`src/rtl/tmh_pkg.sv`:
```
// Package for the timer min-heap scheduler: widths, command and result codes.
// No dependencies.
package tmh_pkg;
    localparam int HEAP_DEPTH = 32;
    localparam int TIME_BITS  = 48;
    localparam int IDX_BITS   = 5;
    localparam int CNT_BITS   = 6;
    localparam int TAG_BITS   = 5;

    localparam logic [1:0] CMD_INSERT = 2'd0;
    localparam logic [1:0] CMD_CANCEL = 2'd1;
    localparam logic [1:0] CMD_POLL   = 2'd2;

    localparam logic [1:0] KIND_FIRED   = 2'd0;
    localparam logic [1:0] KIND_SUMMARY = 2'd1;
    localparam logic [1:0] KIND_OK      = 2'd2;
    localparam logic [1:0] KIND_REJECT  = 2'd3;

    typedef struct packed {
        logic [1:0]           command;
        logic [TIME_BITS-1:0] expiry_time;
        logic [TAG_BITS-1:0]  timer_tag;
        logic [TIME_BITS-1:0] now_time;
    } cmd_word_t;

    typedef struct packed {
        logic [1:0]           kind;
        logic [TAG_BITS-1:0]  fired_tag;
        logic [TIME_BITS-1:0] next_expiry;
        logic                 pending;
        logic [CNT_BITS-1:0]  entry_total;
        logic                 last;
    } res_word_t;
endpackage

```
`src/rtl/tmh_cmd_if.sv`:
```
// Valid/ready channel interfaces for command and result words.
// Depends on tmh_pkg.
interface tmh_cmd_if import tmh_pkg::*; ();
    logic      valid;
    logic      ready;
    cmd_word_t data;
    modport source (output valid, output data, input ready);
    modport sink   (input valid, input data, output ready);
endinterface

interface tmh_res_if import tmh_pkg::*; ();
    logic      valid;
    logic      ready;
    res_word_t data;
    modport source (output valid, output data, input ready);
    modport sink   (input valid, input data, output ready);
endinterface

```
`src/rtl/timer_min_heap_scheduler.sv`:
```
// Timer min-heap scheduler top level: sequencer, heap storage, result register.
// Depends on tmh_pkg and the channel interfaces in tmh_cmd_if.sv.
//
//  channel | dir | fields
//  cmd     | in  | command, expiry_time, timer_tag, now_time
//  res     | out | kind, fired_tag, next_expiry, pending, entry_total, last
//
// One item is handled at a time; cmd.ready is high only in idle.
// Insert: per heap level of sift-up, one parent read and one compare/move.
// Cancel: an alive-bit sweep that reads each stored entry in turn.
// Poll: per pop a root check and last-entry read, then per level of sift-down
// two child reads, compare and move, then the emit step.
// Every result word waits in the output register; the sequencer stalls there.
// Reset clears the count, live bits and control state; heap storage is not
// cleared (slots at or beyond the count are never used).
module timer_min_heap_scheduler
    import tmh_pkg::*;
(
    input  logic clk,
    input  logic rst_n,
    tmh_cmd_if.sink   cmd,
    tmh_res_if.source res
);
    localparam logic [3:0] S_IDLE   = 4'd0;
    localparam logic [3:0] S_UPRD   = 4'd1;
    localparam logic [3:0] S_UPCMP  = 4'd2;
    localparam logic [3:0] S_CANCEL = 4'd3;
    localparam logic [3:0] S_ROOT   = 4'd4;
    localparam logic [3:0] S_ROOTCK = 4'd5;
    localparam logic [3:0] S_LASTRD = 4'd6;
    localparam logic [3:0] S_DNRD   = 4'd7;
    localparam logic [3:0] S_DNCMP  = 4'd8;
    localparam logic [3:0] S_EMIT   = 4'd9;
    localparam logic [3:0] S_WAIT   = 4'd10;
    localparam logic [3:0] S_DNRD2  = 4'd11;

    // heap storage: expiry, tag, alive packed per slot
    localparam int EW = TIME_BITS + TAG_BITS + 1;
    logic [EW-1:0] mem [HEAP_DEPTH];
    logic [EW-1:0] rd_reg;
    logic [IDX_BITS-1:0] rd_addr;
    logic          we;
    logic [IDX_BITS-1:0] wa;
    logic [EW-1:0] wd;

    logic [3:0]           state_reg, state_next;
    logic [CNT_BITS-1:0]  count_reg, count_next;
    logic [HEAP_DEPTH-1:0] live_reg, live_next;
    logic [IDX_BITS-1:0]  pos_reg, pos_next;
    logic [EW-1:0]        item_reg, item_next;   // entry being placed
    logic [EW-1:0]        best_reg, best_next;
    logic [IDX_BITS-1:0]  pick_reg, pick_next;
    logic                 side_reg, side_next;   // sift-down: 0 left read, 1 right read; cancel: read pending
    logic [TIME_BITS-1:0] root_reg, root_next;   // cached root expiry
    logic [EW-1:0]        top_reg, top_next;     // popped root
    cmd_word_t            in_reg, in_next;
    logic                 ov_reg, ov_next;
    res_word_t            out_reg, out_next;

    always_ff @(posedge clk)
    begin
        if (we)
            mem[wa] <= wd;
        rd_reg <= mem[rd_addr];
    end

    function automatic logic [TIME_BITS-1:0] ex_of(logic [EW-1:0] e);
        return e[EW-1 -: TIME_BITS];
    endfunction

    assign cmd.ready = (state_reg == S_IDLE) && !ov_reg;
    assign res.valid = ov_reg;
    assign res.data  = out_reg;

    logic [IDX_BITS:0] lidx;
    always_comb
    begin
        state_next = state_reg; count_next = count_reg; live_next = live_reg;
        pos_next = pos_reg; item_next = item_reg; best_next = best_reg;
        pick_next = pick_reg; side_next = side_reg; root_next = root_reg;
        top_next = top_reg; in_next = in_reg; ov_next = ov_reg;
        out_next = out_reg;
        we = 1'b0; wa = pos_reg; wd = item_reg; rd_addr = '0;
        lidx = {pos_reg, 1'b1};
        if (ov_reg && res.ready)
            ov_next = 1'b0;
        unique case (state_reg)
            S_IDLE:
            begin
                if (cmd.valid && cmd.ready)
                begin
                    in_next = cmd.data;
                    out_next.fired_tag = '0;
                    out_next.last = 1'b1;
                    unique case (cmd.data.command)
                        CMD_INSERT:
                        begin
                            if (count_reg == CNT_BITS'(HEAP_DEPTH) ||
                                live_reg[cmd.data.timer_tag])
                            begin
                                out_next.kind = KIND_REJECT;
                                state_next = S_WAIT;
                            end
                            else
                            begin
                                live_next[cmd.data.timer_tag] = 1'b1;
                                pos_next = count_reg[IDX_BITS-1:0];
                                item_next = {cmd.data.expiry_time,
                                             cmd.data.timer_tag, 1'b1};
                                count_next = count_reg + 1'b1;
                                out_next.kind = KIND_OK;
                                state_next = S_UPRD;
                            end
                        end
                        CMD_CANCEL:
                        begin
                            out_next.kind = KIND_OK;
                            if (live_reg[cmd.data.timer_tag])
                            begin
                                live_next[cmd.data.timer_tag] = 1'b0;
                                pos_next = '0;
                                side_next = 1'b0;
                                state_next = S_CANCEL;
                            end
                            else
                                state_next = S_WAIT;
                        end
                        CMD_POLL: state_next = S_ROOT;
                        default:
                        begin
                            out_next.kind = KIND_SUMMARY;
                            state_next = S_WAIT;
                        end
                    endcase
                end
            end
            S_UPRD:
            begin
                if (pos_reg == '0)
                begin
                    we = 1'b1; wa = pos_reg; wd = item_reg;
                    root_next = ex_of(item_reg);
                    state_next = S_WAIT;
                end
                else
                begin
                    rd_addr = (pos_reg - 1'b1) >> 1;
                    state_next = S_UPCMP;
                end
            end
            S_UPCMP:
            begin
                if (ex_of(rd_reg) > ex_of(item_reg))
                begin
                    we = 1'b1; wa = pos_reg; wd = rd_reg;
                    pos_next = (pos_reg - 1'b1) >> 1;
                    state_next = S_UPRD;
                end
                else
                begin
                    we = 1'b1; wa = pos_reg; wd = item_reg;
                    state_next = S_WAIT;
                end
            end
            S_CANCEL:
            begin
                // read slot pos, next cycle clear alive if tag matches
                if (side_reg && rd_reg[TAG_BITS:1] == in_reg.timer_tag)
                begin
                    we = 1'b1; wa = pick_reg; wd = {rd_reg[EW-1:1], 1'b0};
                end
                if (side_reg && pick_reg == IDX_BITS'(count_reg - 1'b1))
                begin
                    side_next = 1'b0;
                    state_next = S_WAIT;
                end
                else
                begin
                    rd_addr = pos_reg;
                    side_next = 1'b1;
                    pick_next = pos_reg;
                    pos_next = pos_reg + 1'b1;
                end
            end
            S_ROOT:
            begin
                rd_addr = '0;
                state_next = S_ROOTCK;
            end
            S_ROOTCK:
            begin
                if (count_reg != '0 &&
                    (!rd_reg[0] || !(ex_of(rd_reg) > in_reg.now_time)))
                begin
                    top_next = rd_reg;
                    rd_addr = IDX_BITS'(count_reg - 1'b1);
                    state_next = S_LASTRD;
                end
                else
                    state_next = S_WAIT;
            end
            S_LASTRD:
            begin
                item_next = rd_reg;
                count_next = count_reg - 1'b1;
                pos_next = '0;
                state_next = S_DNRD;
            end
            S_DNRD:
            begin
                best_next = item_reg; pick_next = pos_reg;
                if (lidx < {1'b0, count_reg})
                begin
                    rd_addr = lidx[IDX_BITS-1:0];
                    side_next = 1'b0;
                    state_next = S_DNCMP;
                end
                else
                begin
                    we = 1'b1; wa = pos_reg; wd = item_reg;
                    if (pos_reg == '0) root_next = ex_of(item_reg);
                    state_next = S_EMIT;
                end
            end
            S_DNCMP:
            begin
                if (!(ex_of(rd_reg) > ex_of(best_reg)))
                begin
                    best_next = rd_reg;
                    pick_next = side_reg ? lidx[IDX_BITS-1:0] + 1'b1
                                         : lidx[IDX_BITS-1:0];
                end
                if (!side_reg && lidx + 1'b1 < {1'b0, count_reg})
                begin
                    rd_addr = lidx[IDX_BITS-1:0] + 1'b1;
                    side_next = 1'b1;
                end
                else
                begin
                    // right child is the old last slot, i.e. the entry being
                    // placed: a tie with the left child keeps the entry here
                    if (!side_reg && lidx + 1'b1 == {1'b0, count_reg} &&
                        !(ex_of(item_reg) > ex_of(best_next)))
                        pick_next = pos_reg;
                    state_next = S_DNRD2;
                end
            end
            S_DNRD2:
            begin
                if (pick_reg == pos_reg)
                begin
                    we = 1'b1; wa = pos_reg; wd = item_reg;
                    if (pos_reg == '0) root_next = ex_of(item_reg);
                    state_next = S_EMIT;
                end
                else
                begin
                    we = 1'b1; wa = pos_reg; wd = best_reg;
                    if (pos_reg == '0) root_next = ex_of(best_reg);
                    pos_next = pick_reg;
                    state_next = S_DNRD;
                end
            end
            S_EMIT:
            begin
                if (top_reg[0])
                begin
                    if (!ov_next)
                    begin
                        live_next[top_reg[TAG_BITS:1]] = 1'b0;
                        out_next.kind = KIND_FIRED;
                        out_next.fired_tag = top_reg[TAG_BITS:1];
                        out_next.last = 1'b0;
                        out_next.pending = count_reg != '0;
                        out_next.next_expiry = (count_reg != '0) ? root_reg : '0;
                        out_next.entry_total = count_reg;
                        ov_next = 1'b1;
                        state_next = S_ROOT;
                    end
                end
                else
                    state_next = S_ROOT;
            end
            S_WAIT:
            begin
                if (!ov_next)
                begin
                    // poll closes with its summary word
                    if (in_reg.command == CMD_POLL)
                    begin
                        out_next.kind = KIND_SUMMARY;
                        out_next.fired_tag = '0;
                        out_next.last = 1'b1;
                    end
                    out_next.pending = count_reg != '0;
                    out_next.next_expiry = (count_reg != '0) ? root_reg : '0;
                    out_next.entry_total = count_reg;
                    ov_next = 1'b1;
                    state_next = S_IDLE;
                end
            end
            default: state_next = S_IDLE;
        endcase
    end

    always_ff @(posedge clk or negedge rst_n)
    begin
        if (!rst_n)
        begin
            state_reg <= S_IDLE;
            count_reg <= '0;
            live_reg  <= '0;
            ov_reg    <= 1'b0;
            side_reg  <= 1'b0;
        end
        else
        begin
            state_reg <= state_next;
            count_reg <= count_next;
            live_reg  <= live_next;
            ov_reg    <= ov_next;
            side_reg  <= side_next;
        end
    end

    always_ff @(posedge clk)
    begin
        pos_reg <= pos_next; item_reg <= item_next; best_reg <= best_next;
        pick_reg <= pick_next; root_reg <= root_next; top_reg <= top_next;
        in_reg <= in_next; out_reg <= out_next;
    end

    // heap entry count never exceeds capacity
    assert property (@(posedge clk) disable iff (!rst_n)
        count_reg <= CNT_BITS'(HEAP_DEPTH))
        else $error("heap count overflow");
    // no command accepted while a result is waiting
    assert property (@(posedge clk) disable iff (!rst_n)
        ov_reg |-> !cmd.ready)
        else $error("ready with result pending");
    // a held result stays until taken
    assert property (@(posedge clk) disable iff (!rst_n)
        res.valid && !res.ready |=> res.valid && $stable(res.data))
        else $error("result dropped");
endmodule
```
`src/flat_wrapper.sv`:
```
// flat-port wrapper written by rule: the top's interface ports become plain ports
module timer_min_heap_scheduler_flat import tmh_pkg::*;
  (clk, rst_n, cmd_valid, cmd_data, cmd_ready, res_valid, res_data, res_ready);
  tmh_cmd_if cmd_i ();
  tmh_res_if res_i ();
  input  logic clk;
  input  logic rst_n;
  input wire logic [$bits(cmd_i.valid)-1:0] cmd_valid;
  input wire logic [$bits(cmd_i.data)-1:0] cmd_data;
  output wire logic [$bits(cmd_i.ready)-1:0] cmd_ready;
  output wire logic [$bits(res_i.valid)-1:0] res_valid;
  output wire logic [$bits(res_i.data)-1:0] res_data;
  input wire logic [$bits(res_i.ready)-1:0] res_ready;
  assign cmd_i.valid = cmd_valid;
  assign cmd_i.data = cmd_data;
  assign cmd_ready = cmd_i.ready;
  assign res_valid = res_i.valid;
  assign res_data = res_i.data;
  assign res_i.ready = res_ready;
  timer_min_heap_scheduler u_core (.clk(clk), .rst_n(rst_n), .cmd(cmd_i), .res(res_i));
endmodule
```
`config.mk`:
```
export PLATFORM = sky130hd
export DESIGN_NAME = timer_min_heap_scheduler_flat
export DESIGN_NICKNAME = d
export VERILOG_FILES = /design/src/rtl/tmh_pkg.sv /design/src/rtl/tmh_cmd_if.sv /design/src/rtl/timer_min_heap_scheduler.sv /design/src/flat_wrapper.sv
export SDC_FILE = /design/constraint.sdc
export NUM_CORES = 2
export LEC_CHECK = 0
export ABC_AREA = 1
export ABC_CLOCK_PERIOD_IN_PS = 11600
export BUFFER_PORTS_ARGS = -buffer_cell sky130_fd_sc_hd__clkbuf_2
export CAP_MARGIN = 10
export CORE_MARGIN = 2
export CORE_UTILIZATION = 44
export DETAILED_ROUTE_END_ITERATION = 10
export GPL_TIMING_DRIVEN = 0
export PLACE_DENSITY = 0.66
export SYNTH_ARGS = -nofsm -noshare
export SYNTH_HDL_FRONTEND = slang
export SYNTH_SLANG_ARGS = --single-unit
```
`constraint.sdc`:
```
create_clock -name clk -period 11.6 [get_ports clk]
set_input_delay 2.32 -clock clk [delete_from_list [all_inputs] [get_ports clk]]
set_output_delay 2.32 -clock clk [all_outputs]
set_load 0.01 [all_outputs]
```
==> flow_summary_export.csv <==
group,metric,value,unit
outcome,run_status,"finished, final reports clean",
worst_hold_path,holdCritStartpoint,"u_core.count_reg[5]$_DFFE_PN0P_",
clocking,clock_sinks,2116,
yosys,synth.top_cell.area_share,61.1,%
place,dp_hpwl,261000,um
yosys,synth_area,99100,um2
yosys,seq_area_frac_synth,63.3,%
floorplan,rows,174,
clocking,cts_buffers,217,
timing,tns,0,ns
yosys,synth_area_leaders,"edfxtp_1 (61%), nand3_1 (9.5%), nand2_1 (8.1%)",
timing,hold_violations,0,
global_route,grt_usage,31.2,%
clocking,cts.clk_slew.worst_paths,0.06,ns
routing,drt_pass1_iterations,8,
cells_and_area,drive_gt1_share,10.7,%
cells_and_area,largest_register_ffs,1728,
routing,viasPerCell,5.76,
critical_path,slowest_stage,"clkbuf_1",
power_and_ir_drop,p_leak,0.0466,uW
timing,period_needed,6.84,ns
clocking,htree_levels,4,
place,place.port_buffers,171,
routing,post_drt_wl_per_cell,27.2,um
cells_and_area,final_cells,13480,
global_route,met1_usage,40.1,%
critical_path,cp_common_cell,"nand2_1",
power_and_ir_drop,power_density,312,nW/um2
critical_path,cp-startpoint,"u_core.rd_reg[36]$_DFF_P_",
global_route,grt_busiest_layer,"met2",
cells_and_area,fin_nets,10587,
routing,vias,77703,
critical_path,setup.worst_path.end_class,"flop",
run,maxCapViolCount,0,
yosys,synth_edf_count,2018,
global_route,antenna_found_initial,32,
clocking,post_cts_buffers,0,
place,routabilityCongestion,0.971,
yosys,synth_nets,10056,
timing,maxSlewHeadroom,6.03,%
critical_path,path_max_fanout,10,
critical_path,crit_type,"flop to flop",
floorplan,initial_core_util,44.2,%
routing,remaining_drc_errors,0,
routing,antenna_left,0,
cells_and_area,area_growth,15.8,%
cells_and_area,fin_area,115000,um2
yosys,avgSynthCellArea,10.2,um2
yosys,yosys_warnings,0,
timing,setup_viol,0,
yosys,ys_ff_latch,2116,
clocking,cts_buffer_depth,3,
routing,drt_wl_total,366000,um
timing,drv_slew,0,
global_route,grt_max_degree,37,
routing,drtIter0Drc,11200,
floorplan,num_io_pins,172,
clocking,cts_repair_resize_count,0,
clocking,cts_root_buffer,"clkbuf_16",
timing,min_period_over_period,59.0,%
yosys,synth_area_leader_cell,"edfxtp_1",
yosys,synth_top_flop_cell,"edfxtp_1",
cells_and_area,fill_cells,19527,
critical_path,slowest_delay,0.68,ns
critical_path,crit_buf_inv,6,
floorplan,die_y,479,um
power_and_ir_drop,ir_drop,0.210,mV
floorplan,die_area,229000,um2
critical_path,critPathLaunchType,"flop",
global_route,grt_pass1_vias,72767,
floorplan,dieWidth,479,um
clocking,clkLatencyLatePin,0.92,ns
critical_path,cp.arrival,7.45,ns
clocking,cts_tree,"done",
global_route,grt_pass1_wl,513000,um
cells_and_area,finish.utilization,51.1,%
critical_path,critical-path-top-delay-family,"simple AND/OR/NAND/NOR gates",
place,placed_cell_area,107000,um2
timing,clock_skew,0.109,ns
yosys,ys_types,52,
yosys,synth-async-reset-ratio,2.08,%
yosys,synthesis.instances,9742,
critical_path,r2r-start,"u_core.rd_reg[36]$_DFF_P_",
timing,rsz0062_at_grt,"no",
timing,worst_slew_pin_slew,1.41,ns
timing,fmax,0.146,GHz
worst_hold_path,min_path_type,"flop to flop",
critical_path,cp.required,12.21,ns
global_route,gr-usage-met2,48.8,%
power_and_ir_drop,finalPower,35800,uW
clocking,hold_buffers,0,
global_route,grt_overflow,0,
floorplan,fp.coreArea,224000,um2
place,dp.cells,13046,
global_route,grt_use_met3,7.25,%
[synthesized netlist by cell type, types with 10 or more instances]
master    number
a22oi_1       24
buf_1         43
dfxtp_1       54
nor2_1       172
edfxtp_1    2018
a21oi_1      178
inv_1       1422
clkbuf_1     161
a211oi_1      15
dfrtp_1       44
buf_4         24
nand2_1     2150
ha_1         207
buf_2        325
o221ai_1      13
xor2_1        15
nand3_1     1887
nor3_1        19
o21bai_1      10
nand4_1       35
nor4_1        13
o22ai_1       38
o21ai_0      410
nand3b_1     378
a31oi_1       14
[worst paths after layout]
check / depth (start not counted) / slack, ns / to
min in group asynchronous: 1 / 1.40 / u_core.res.valid$_DFF_PN0_
hold / removal: 0 / 0.48 / u_core.res.data[6]$_DFFE_PP_
setup / recovery: 25 / 4.76 / u_core.pick_reg[1]$_DFFE_PP_
max in group asynchronous: 2 / 9.65 / asynchronous set/reset pin
setup reg to reg: 25 / 4.76 / u_core.pick_reg[1]$_DFFE_PP_
hold reg to reg: 0 / 0.48 / u_core.res.data[6]$_DFFE_PP_
[power by group]
group          leakage [uW]  switching [uW]  total [uW]  internal, uW
registers            0.0192             711       11800         11100
logic                0.0238           12400       16600          4250
clock network       0.00360            3160        7340          4190
total                0.0466           16200       35800         19500
[per-layer routing]
metal  share of wire, %  vias up
li1                   -    34214
met3                 12     1008
met2                 45     5211
met1                 37    37254
met4                6.1       16
met5              0.028        -
[stage by stage]
stage,hold slack (ns),setup slack [ns]
after detailed placement,0.444,4.83
after global placement,0.447,1.01
after CTS,0.470,4.85
final,0.478,4.76
after floorplan,0.425,6.12
after global routing,0.491,4.55
[layout make-up]
cell class	count	area (um2)	share of cell area [%]
Sequential cell	2116	62800	54.7
Multi-Input combinational cell	5629	29100	25.3
Clock buffer	253	5600	4.88
Inverter	1437	5400	4.71
Tap cell	2992	3740	3.26
Timing Repair Buffer	312	3610	3.15
Buffer	560	2660	2.32
Clock inverter	151	1830	1.60
Antenna cell	30	75.1	0.0654
[logic make-up (layout without fill, tap and decap cells)]
family          count (synthesis)  in the layout  share of synthesized area, %
simple gates                 4671           4671                          21.7
flops                        2116           2116                          63.3
buf+inv                      1997           2713                          8.12
compound gates                733            733                          4.03
fa+ha+maj                     207            207                          2.61
xor+xnor                       18             18                         0.167
other cells                     0             30                             0
[placed cells by master (no fill, tap or decap), types with 42 or more instances in the layout]
cell type	synthesis	routed
clkbuf_16	0	218
edfxtp_1	2018	2018
buf_2	325	327
dfxtp_1	54	54
a21oi_1	178	178
dfrtp_1	44	44
nand2_1	2150	2148
inv_1	1422	1420
nor2_1	172	139
nand3b_1	378	378
buf_12	0	98
nand3_1	1887	1886
clkinv_2	0	48
clkbuf_2	0	175
o21ai_0	410	384
clkbuf_1	161	191
clkinv_1	5	46
buf_1	43	42
ha_1	207	207
Power figures use the tool's default switching activity.
